$ cat src/rtl/nbrfp_pkg.sv
// Shared types and constants for the null-bitmap record field parser.
package nbrfp_pkg;

  localparam int MAX_ATTRIBUTES_DEF = 32;

  localparam int ATTR_COUNT_W = 6;
  localparam int CFG_DATA_W   = 32;
  localparam int CFG_INDEX_W  = 1;
  localparam int VARCHAR_W    = 32;
  localparam int LEN_BYTES    = 4;

  localparam logic [CFG_INDEX_W-1:0] CFG_ATTR_COUNT   = 1'b0;
  localparam logic [CFG_INDEX_W-1:0] CFG_VARCHAR_MASK = 1'b1;

  localparam logic [1:0] ROLE_BITMAP  = 2'd0;
  localparam logic [1:0] ROLE_FIXED   = 2'd1;
  localparam logic [1:0] ROLE_PAYLOAD = 2'd2;

  typedef enum logic [1:0] {
    PH_BITMAP  = 2'd0,
    PH_FIXED   = 2'd1,
    PH_PAYLOAD = 2'd2
  } phase_t;

  typedef struct packed {
    logic [7:0] data_byte;
    logic       restart;
  } in_t;

  typedef struct packed {
    logic [1:0]  byte_role;
    logic [4:0]  attr_index;
    logic        field_last;
    logic        record_last;
    logic [31:0] record_size;
  } out_t;

endpackage

$ cat src/rtl/null_bitmap_record_field_parser_core.sv
// Null-bitmap record field parser: tags each record byte with its role and attribute.
//
// Takes one record byte per cycle and returns one tagged result per byte, in the
// cycle after acceptance, through a single output register. The input is
// stalled only while that register holds a result the downstream side is not
// taking, so the sustained rate is one byte per cycle. A record opens with
// ceil(n/8) null bitmap bytes (MSB of the first byte is attribute 0, set means
// null), followed by 4 bytes per non-null int/real attribute, or a 4-byte
// little-endian length plus payload per non-null varchar. The last byte of a
// record carries the saturating record size; restart forces a new record.
// Configuration writes take effect at once; null flags left unwritten since
// reset read as undefined.
module null_bitmap_record_field_parser_core #(
  parameter int MAX_ATTRIBUTES = nbrfp_pkg::MAX_ATTRIBUTES_DEF
) (
  input  logic                               clk,
  input  logic                               rst_n,
  input  logic                               cfg_we,
  input  logic [nbrfp_pkg::CFG_INDEX_W-1:0]  cfg_index,
  input  logic [nbrfp_pkg::CFG_DATA_W-1:0]   cfg_wdata,
  input  logic                               in_valid,
  output logic                               in_stall,
  input  nbrfp_pkg::in_t                     in_data,
  output logic                               out_valid,
  input  logic                               out_stall,
  output nbrfp_pkg::out_t                    out_data
);
  import nbrfp_pkg::*;

  localparam int AW = (MAX_ATTRIBUTES > 1) ? $clog2(MAX_ATTRIBUTES) : 1;
  localparam int NW = ATTR_COUNT_W + 1;

  // configuration
  logic [ATTR_COUNT_W-1:0] attr_count_r;
  logic [VARCHAR_W-1:0]    varchar_mask_r;

  // parse state
  phase_t                  phase_r,  phase_nxt;
  logic [AW-1:0]           cur_r,    cur_nxt;
  logic [31:0]             fbc_r,    fbc_nxt;
  logic [31:0]             strlen_r, strlen_nxt;
  logic [31:0]             size_r,   size_nxt;
  logic [MAX_ATTRIBUTES-1:0] flags_r, flags_nxt;

  logic out_valid_r;
  out_t out_data_r, out_data_nxt;

  logic                      accept;
  logic [NW-1:0]             n_eff;
  logic [3:0]                nbytes;
  logic [MAX_ATTRIBUTES-1:0] vc_ext;
  logic [MAX_ATTRIBUTES-1:0] cand;
  logic                      found;
  logic [AW-1:0]             first;

  assign in_stall  = out_valid_r & out_stall;
  assign accept    = in_valid & ~in_stall;
  assign out_valid = out_valid_r;
  assign out_data  = out_data_r;

  // effective attribute count clamped into 1..MAX_ATTRIBUTES
  always_comb begin
    if (attr_count_r == '0) begin
      n_eff = NW'(1);
    end else if (NW'(attr_count_r) > NW'(MAX_ATTRIBUTES)) begin
      n_eff = NW'(MAX_ATTRIBUTES);
    end else begin
      n_eff = NW'(attr_count_r);
    end
  end
  assign nbytes = 4'((n_eff + NW'(7)) >> 3);

  // attributes at index 32 and above are never varchar
  for (genvar g = 0; g < MAX_ATTRIBUTES; g++) begin : g_vc
    if (g < VARCHAR_W) begin : g_in
      assign vc_ext[g] = varchar_mask_r[g];
    end else begin : g_out
      assign vc_ext[g] = 1'b0;
    end
  end

  always_comb begin
    phase_t      ph_e;
    logic [AW-1:0] cur_e;
    logic [31:0] fbc_e;
    logic [31:0] strlen_e;
    logic [31:0] size_e;
    logic [31:0] fbc_inc;
    logic [31:0] strlen_acc;
    logic        do_adv;
    logic        adv_all;
    logic        flast;
    logic        rlast;
    logic [1:0]  role;
    logic [4:0]  idx;

    // restart clears the record position before the byte is parsed
    if (in_data.restart) begin
      ph_e     = PH_BITMAP;
      cur_e    = '0;
      fbc_e    = '0;
      strlen_e = '0;
      size_e   = '0;
    end else begin
      ph_e     = phase_r;
      cur_e    = cur_r;
      fbc_e    = fbc_r;
      strlen_e = strlen_r;
      size_e   = size_r;
    end

    if (size_e != '1) begin
      size_e = size_e + 32'd1;
    end

    fbc_inc    = fbc_e + 32'd1;
    strlen_acc = strlen_e | (32'(in_data.data_byte) << {fbc_e[1:0], 3'b000});

    phase_nxt  = ph_e;
    cur_nxt    = cur_e;
    fbc_nxt    = fbc_inc;
    strlen_nxt = strlen_e;
    size_nxt   = size_e;
    flags_nxt  = flags_r;
    do_adv     = 1'b0;
    adv_all    = 1'b0;
    flast      = 1'b0;
    role       = ROLE_BITMAP;
    idx        = 5'(cur_e);

    unique case (ph_e)
      PH_FIXED: begin
        role       = ROLE_FIXED;
        strlen_nxt = strlen_acc;
        if (fbc_inc >= 32'(LEN_BYTES)) begin
          if (vc_ext[cur_e] && strlen_acc != '0) begin
            phase_nxt = PH_PAYLOAD;
            fbc_nxt   = '0;
          end else begin
            flast  = 1'b1;
            do_adv = 1'b1;
          end
        end
      end
      PH_PAYLOAD: begin
        role = ROLE_PAYLOAD;
        if (fbc_inc >= strlen_e) begin
          flast  = 1'b1;
          do_adv = 1'b1;
        end
      end
      default: begin
        role = ROLE_BITMAP;
        idx  = 5'(fbc_e);
        for (int i = 0; i < MAX_ATTRIBUTES; i++) begin
          if (fbc_e[2:0] == 3'(i / 8) && NW'(i) < n_eff) begin
            flags_nxt[i] = in_data.data_byte[7 - (i % 8)];
          end
        end
        if (fbc_inc >= 32'(nbytes)) begin
          flast   = 1'b1;
          do_adv  = 1'b1;
          adv_all = 1'b1;
        end
      end
    endcase

    // first non-null attribute below n after the current one, or from attribute 0 when the bitmap ends
    for (int i = 0; i < MAX_ATTRIBUTES; i++) begin
      cand[i] = ~flags_nxt[i] && (NW'(i) < n_eff) && (adv_all || AW'(i) > cur_e);
    end
    found = 1'b0;
    first = '0;
    for (int i = MAX_ATTRIBUTES - 1; i >= 0; i--) begin
      if (cand[i]) begin
        found = 1'b1;
        first = AW'(i);
      end
    end

    rlast = 1'b0;
    if (do_adv) begin
      if (found) begin
        phase_nxt  = PH_FIXED;
        cur_nxt    = first;
        fbc_nxt    = '0;
        strlen_nxt = '0;
      end else begin
        rlast = 1'b1;
      end
    end

    if (rlast) begin
      phase_nxt  = PH_BITMAP;
      cur_nxt    = '0;
      fbc_nxt    = '0;
      strlen_nxt = '0;
      size_nxt   = '0;
    end

    out_data_nxt.byte_role   = role;
    out_data_nxt.attr_index  = idx;
    out_data_nxt.field_last  = flast;
    out_data_nxt.record_last = rlast;
    out_data_nxt.record_size = rlast ? size_e : '0;
  end

  always_ff @(posedge clk) begin
    if (!rst_n) begin
      attr_count_r   <= ATTR_COUNT_W'(1);
      varchar_mask_r <= '0;
    end else if (cfg_we) begin
      unique case (cfg_index)
        CFG_ATTR_COUNT:   attr_count_r   <= cfg_wdata[ATTR_COUNT_W-1:0];
        CFG_VARCHAR_MASK: varchar_mask_r <= cfg_wdata[VARCHAR_W-1:0];
        default: ;
      endcase
    end
  end

  always_ff @(posedge clk) begin
    if (!rst_n) begin
      phase_r     <= PH_BITMAP;
      cur_r       <= '0;
      fbc_r       <= '0;
      strlen_r    <= '0;
      size_r      <= '0;
      out_valid_r <= 1'b0;
    end else begin
      out_valid_r <= accept | (out_valid_r & out_stall);
      if (accept) begin
        phase_r  <= phase_nxt;
        cur_r    <= cur_nxt;
        fbc_r    <= fbc_nxt;
        strlen_r <= strlen_nxt;
        size_r   <= size_nxt;
      end
    end
  end

  // null flags and the result payload carry no reset
  always_ff @(posedge clk) begin
    if (accept) begin
      flags_r    <= flags_nxt;
      out_data_r <= out_data_nxt;
    end
  end

  a_size_only_at_end: assert property (@(posedge clk) disable iff (!rst_n)
    out_valid_r |-> (out_data_r.record_last || out_data_r.record_size == '0))
    else $error("record_size set on a byte that does not end the record");

  a_last_closes_field: assert property (@(posedge clk) disable iff (!rst_n)
    (out_valid_r && out_data_r.record_last) |-> out_data_r.field_last)
    else $error("record end without field end");

  a_payload_len: assert property (@(posedge clk) disable iff (!rst_n)
    (phase_r == PH_PAYLOAD) |-> (strlen_r != '0 && fbc_r < strlen_r))
    else $error("payload phase with exhausted string length");

  a_bitmap_count: assert property (@(posedge clk) disable iff (!rst_n)
    (phase_r == PH_BITMAP) |-> (fbc_r < 32'(nbytes) || fbc_r < 32'd8))
    else $error("bitmap byte counter out of range");

  a_end_resets: assert property (@(posedge clk) disable iff (!rst_n)
    (accept && out_data_nxt.record_last) |=> (phase_r == PH_BITMAP && size_r == '0))
    else $error("record end did not return to bitmap phase");

endmodule

$ cat config.mk
export PLATFORM = sky130hd
export DESIGN_NAME = null_bitmap_record_field_parser_core
export DESIGN_NICKNAME = d
export VERILOG_FILES = /design/src/rtl/nbrfp_pkg.sv /design/src/rtl/null_bitmap_record_field_parser_core.sv
export SDC_FILE = /design/constraint.sdc
export NUM_CORES = 1
export LEC_CHECK = 0
export ABC_AREA = 1
export BUFFER_PORTS_ARGS = -buffer_cell sky130_fd_sc_hd__buf_2
export CAP_MARGIN = 20
export CORE_MARGIN = 3
export CORE_UTILIZATION = 56
export DETAILED_ROUTE_END_ITERATION = 8
export PLACE_DENSITY_LB_ADDON = 0.12
export SLEW_MARGIN = 10
export SYNTH_ARGS = -nofsm -noshare
export SYNTH_HDL_FRONTEND = slang
export SYNTH_SLANG_ARGS = --single-unit
$ cat constraint.sdc
create_clock -name clk -period 4.4 [get_ports clk]
set_input_delay 0.22 -clock clk [delete_from_list [all_inputs] [get_ports clk]]
set_output_delay 0.22 -clock clk [all_outputs]
set_load 0.01 [all_outputs]
==> flow_summary.toml, run 1 <==
[outcome]
outcome = "completed"

[synth]
synthSimpleGateAreaFrac_pct = 32.0
synth-xor-area-share_pct = 2.32
synth_compound_area_share_pct = 13.2
async_flop_share_pct = 0
synth_top_area_share_pct = 20.9
synth_area_leader_cell = "dfxtp_1"
synthCells = 2003
synth_edf_count = 73
synth_top_family_by_area = "simple AND/OR/NAND/NOR gates"
synthAdderAreaFrac_pct = 4.05
synth.area.mux_share_pct = 1.47
syn_nets = 2094
netlist-cell-type-count = 51
syn-mean-instance-area_um2 = 6.79
yosys_warnings = 0
ys_ff_latch = 215
seq_area_frac_synth_pct = 37.0
synthesis.area_um2 = 13600
synthFlopType = "dfxtp_1"
synthTopCellsByArea = "dfxtp_1 21%, edfxtp_1 16%, nand2_1 13%"

[timing]
fin_ws_ns = 0.203
slew_headroom_pct = 38.3
max_freq_ghz = 0.238
fin_worst_skew_ns = 0.0247
whs_ns = 0.112
rsz0062_at_grt = "yes"
period_needed_ns = 4.20
hold_viol_final = 0
worst_pin_slew_ns = 0.925
setup_viol = 0
fin_crit_sh_pct = 95.4
finalMaxSlewViolations = 0

[worst_setup_path]
worstPathRequired_ns = 4.88
worstPathArrival_ns = 4.68
r2r_cells = 48
cpMostUsedCell = "nand2_1"
path_max_fanout = 5
start_kind = "register"
critPathMaxStageDelay_ns = 0.38
critPathKind = "reg2reg"
critPathCaptureType = "register"
crit_slowest_cell = "dfxtp_4"
crit_family = "simple AND/OR/NAND/NOR gates"
path_buf_inv = 3
worst-path-stages = 48

[global_route]
grt_max_degree = 113
track_usage_pct = 30.6
grt_pass1_vias = 13000
overflow = 0
grt_pass1_wl_um = 65800
antenna_found_initial = 0

[route]
num_vias = 13900
ant_nets = 0
firstDrtPassIters = 5
route.detailed.drc = 0
avgViaCountPerCell = 5.60
wire_per_inst_um = 16.8
first_iter_violations = 1465
finalWirelength_um = 41700

[clock_network]
clock_latency_ns = 0.54
cts.root.buffer_cell = "clkbuf_16"
cts_tree = "built"
cts_buffers = 25
cts.path.max_buffers = 3
path_clk_slew_ns = 0.06
htreeDepth = 1
clkSinkCount = 215

[placed_design]
dpl.hpwl_um = 28800
pre_cts_ws_ns = -0.276
io_buffers = 89
finalWeightedCongestion = 0.925

[pwr]
p_leak_nw = 6.85
finalPower_mw = 5.24
max-vdd-ir-drop_v = 0.000329
p_per_area_nw_per_um2 = 322

[final_layout]
layout.nets = 2240
fillCellCount = 2139
syn_to_final_growth_pct = 19.7
drive_gt1_share_pct = 14.2
n_antenna_cell = 0
seqCellArea_um2 = 5040
multi_input_area_um2 = 7470

[flow_run]
drv_cap = 0

[worst_hold_path]
hold_path_class = "in2reg"
hold_depth = 3

[floorplan]
die_area_um2 = 26200
initial_core_util_pct = 57.4
die_h_um = 162
io-pin-count = 90
row_count = 56
die_w_um = 162
core_area_um2 = 23700
==> report_power, final <==
| part | leakage [nW] | switching (mW) | total, mW | internal [mW] |
|---|---|---|---|---|
| sequential | 1.88 | 0.0331 | 2.17 | 2.14 |
| combinational | 4.53 | 0.554 | 0.854 | 0.300 |
| clock | 0.446 | 0.867 | 2.22 | 1.35 |
==> final timing paths <==
check        slack, ns             from     endpoint
min reg2reg       0.46        size_r[6]    size_r[6]
max reg2reg       0.20  attr_count_r[5]     cur_r[0]
min               0.11       in_data[2]  flags_r[14]
max               0.20  attr_count_r[5]     cur_r[0]
==> layer usage <==
layer | vias up | global-route usage (%) | part of all wire (%)
li1 | 6843 | - | -
met1 | 6432 | 41.0 | 43
met2 | 536 | 51.9 | 47
met3 | 108 | 3.49 | 6.5
met4 | 0 | 9.89 | 3.7
met5 | - | 0 | 0
==> logic make-up (layout without fill, tap and decap cells) <==
family                     after synthesis  count (layout)
and+or+nand+nor                       1022            1023
buffers and inverters                  338             502
AOI/OAI and AO/OA                      327             327
DFF                                    215             215
adders and majority gates               44              44
xor gates and xnor gates                36              36
muxes                                   20              20
other                                    1               1
==> synthesized netlist by cell type (10+ instances only) <==
master	instances
a21oi_1	139
a221oi_1	11
clkbuf_1	57
dfxtp_1	142
edfxtp_1	73
ha_1	44
inv_1	250
mux2i_1	20
nand2_1	486
nand3_1	133
nand3_2	10
nand4_1	34
nor2_1	291
nor2_2	17
nor3_1	27
o21ai_0	134
xor2_1	29
==> cells in the final DEF, fill, tap and decap left out, types with 6 or more instances in the layout <==
master,n
a21oi_1,137
a221oi_1,10
a31oi_1,6
buf_12,6
buf_2,89
buf_4,57
buf_6,7
clkbuf_16,30
dfxtp_1,138
dlygate4sd3_1,35
edfxtp_1,73
ha_1,42
inv_1,243
inv_2,10
inv_4,6
mux2i_1,20
nand2_1,478
nand2_2,9
nand3_1,127
nand3_2,15
nand3b_1,6
nand4_1,34
nor2_1,273
nor2_2,24
nor2_4,13
nor3_1,27
nor4_1,7
o211ai_1,6
o21ai_0,130
o21bai_1,7
xor2_1,26
==> flip-flops by register name, summed over array words and instances (netlist names) <==
signal,flops
out_valid,1
varchar_mask_r,32
out_data,41
phase_r,2
cur_r,5
size_r,32
fbc_r,32
flags_r,32
attr_count_r,6
strlen_r,32
==> final cells by class <==
cell class	instances	share of cell area, %
Sequential cell	215	31.0
Inverter	260	6.09
Timing Repair Buffer	196	9.05
Tap cell	319	2.45
Multi-Input combinational cell	1451	45.9
Clock buffer	36	4.80
Clock inverter	10	0.677
==> timing repair <==
item / in CTS / in global routing
buffers inserted: 3 / 7
endpoints found under the hold margin: 35 / 0
setup endpoints to repair: 67 / 132
cloned: 1 / 3
gates resized for setup: 9 / 74
pin swaps: 6 / 22
hold buffers: 35 / 0
==> stage by stage <==
| step | cell area [um^2] | utilization (%) | std cells | TNS [ns] |
|---|---|---|---|---|
| after global routing | 16300 | 68.7 | 2487 | -1.47 |
| after CTS | 15900 | 67.1 | 2477 | 0 |
| after detailed placement | 14600 | 61.6 | 2392 | -9.77 |
| after global placement | 14600 | 61.6 | 2392 | -5.16 |
| after floorplan | 13600 | - | 2003 | 0 |
| final | 16300 | 68.7 | 2487 | 0 |
==> worst register-to-register path, delay by kind of cell (launching register included) <==
family          cells  cell delay, ns
xor+xnor            1            0.16
flops               1            0.38
compound gates      4            0.56
simple gates       39            2.59
buf+inv             3            0.18
fa+ha+maj           1            0.27
Power figures use the tool's default switching activity.
==> run 2, diff against run 1 <==
REMOVE_ABC_BUFFERS = 1   (was unset)
clock period = 3.6 ns   (was 4.4 ns; I/O delays follow)
==> flow_summary.toml, run 2 (synthesized netlist as in run 1, its figures left out) <==
[worst_setup_path]
r2r-start = "fbc_r[1]"
critPathMaxStageDelay_ns = 0.39
critPathKind = "reg2reg"
critPathCaptureType = "register"
path_max_fanout = 11
cpMostUsedCell = "nand2_1"
crit_slowest_cell = "nor3_1"
worstPathRequired_ns = 3.97
startpoint = "fbc_r[1]"
crit_family = "simple AND/OR/NAND/NOR gates"
start_kind = "register"
worstPathArrival_ns = 4.85
path_buf_inv = 9

[pwr]
max-vdd-ir-drop_v = 0.000482
p_per_area_nw_per_um2 = 346
finalPower_mw = 6.89
p_leak_nw = 8.79

[timing]
worst_pin_slew_ns = 1.35
fin_ws_ns = -0.882
rsz0062_at_grt = "yes"
slew_headroom_pct = 10.0
finalMaxSlewViolations = 0
setup_viol = 137
period_needed_ns = 4.48
hold_viol_final = 0
fin_crit_sh_pct = 125
max_freq_ghz = 0.223
fin_worst_skew_ns = 0.0237

[clock_network]
path_clk_slew_ns = 0.06
clkSinkCount = 215
clock_latency_ns = 0.55
cts.path.max_buffers = 3
cts_tree = "built"
cts.root.buffer_cell = "clkbuf_16"
htreeDepth = 1
cts_buffers = 25

[placed_design]
postPlaceCellArea_um2 = 16400
dp.cells = 2639
dpl.hpwl_um = 32400
pre_cts_ws_ns = -0.874
io_buffers = 89
finalWeightedCongestion = 0.995

[floorplan]
io-pin-count = 90
initial_core_util_pct = 57.4
die_h_um = 162
die_area_um2 = 26200
core_area_um2 = 23700
die_w_um = 162
row_count = 56

[final_layout]
fillCellCount = 1417
final_util_pct = 84.1
fin_area_um2 = 19900
layout.nets = 2542
n_antenna_cell = 0
final_cell_mix = "432 x nand2_1, 332 x buf_4, 240 x inv_1, 238 x nor2_1, 137 x dfxtp_1"
finalNonFillerCells = 2789
drive_gt1_share_pct = 32.5
final_common_cell = "nand2_1"
syn_to_final_growth_pct = 46.5
largest_register_ffs = 41

[global_route]
grt_max_degree = 107
track_usage_pct = 36.9
grt_pass1_wl_um = 78200
antenna_found_initial = 1
grt_pass1_vias = 15300
overflow = 0

[route]
wire_per_inst_um = 19.5
firstDrtPassIters = 8
finalWirelength_um = 54300
ant_nets = 0
avgViaCountPerCell = 5.85
route.detailed.drc = 0
num_vias = 16300
first_iter_violations = 2243

[flow_run]
drv_cap = 0

[worst_hold_path]
hold_path_class = "in2reg"
hp-start = "cfg_index"

[outcome]
violations = "negative setup slack"
outcome = "complete, but fails checks"
-- run 2: layer usage --
metal	track usage, %	up-vias	routed length [um]
met2	63.8	1071	25600
met1	45.8	7515	20000
met4	16.9	2	3840
li1	-	7427	-
met3	5.00	307	4770
met5	0	-	13
-- run 2: timing repair --
item,CTS,global route
pin swaps,40,71
buffers inserted,46,19
setup endpoints to repair,137,137
gates cloned,12,2
gates resized for setup,173,232
hold endpoints to repair,35,0
hold buffers,35,0
-- run 2: tightest hold or removal path: stages --
cell     delay (ns)
buf_2          0.10
nor2_1         0.07
o21ai_0        0.15
nor2_1         0.05
-- run 2: worst paths after layout --
check	end	slack (ns)	cells after the start
setup reg to reg	size_r[0]	-0.88	32
setup / recovery	size_r[0]	-0.88	32
hold / removal	attr_count_r[1]	0.04	4
hold reg to reg	size_r[7]	0.47	2
-- run 2: final cells by class --
| type | instances | area [um^2] | area share (%) |
|---|---|---|---|
| clock buffer | 33 | 717 | 3.60 |
| multi-input combinational | 1451 | 8520 | 42.8 |
| timing repair buffer | 498 | 4090 | 20.5 |
| clock inverter | 13 | 126 | 0.635 |
| inverter | 260 | 1010 | 5.08 |
| tap | 319 | 399 | 2.00 |
| sequential | 215 | 5040 | 25.3 |
-- run 2: where the power goes --
| group | switching [mW] | leakage (nW) | internal (mW) |
|---|---|---|---|
| Combinational | 0.911 | 6.49 | 0.689 |
| Sequential | 0.0424 | 1.88 | 2.61 |
| Clock | 1.09 | 0.420 | 1.55 |
| Total | 2.04 | 8.79 | 4.85 |
-- run 2: per-stage QoR --
| step | hold WS (ns) | setup TNS [ns] |
|---|---|---|
| floorplan | 0.264 | -592.96 |
| global placement | 0.415 | -69.20 |
| detailed placement | 0.423 | -86.76 |
| CTS | 0.0101 | -44.88 |
| global route | 0.0628 | -112.64 |
| finish | 0.0414 | -86.65 |
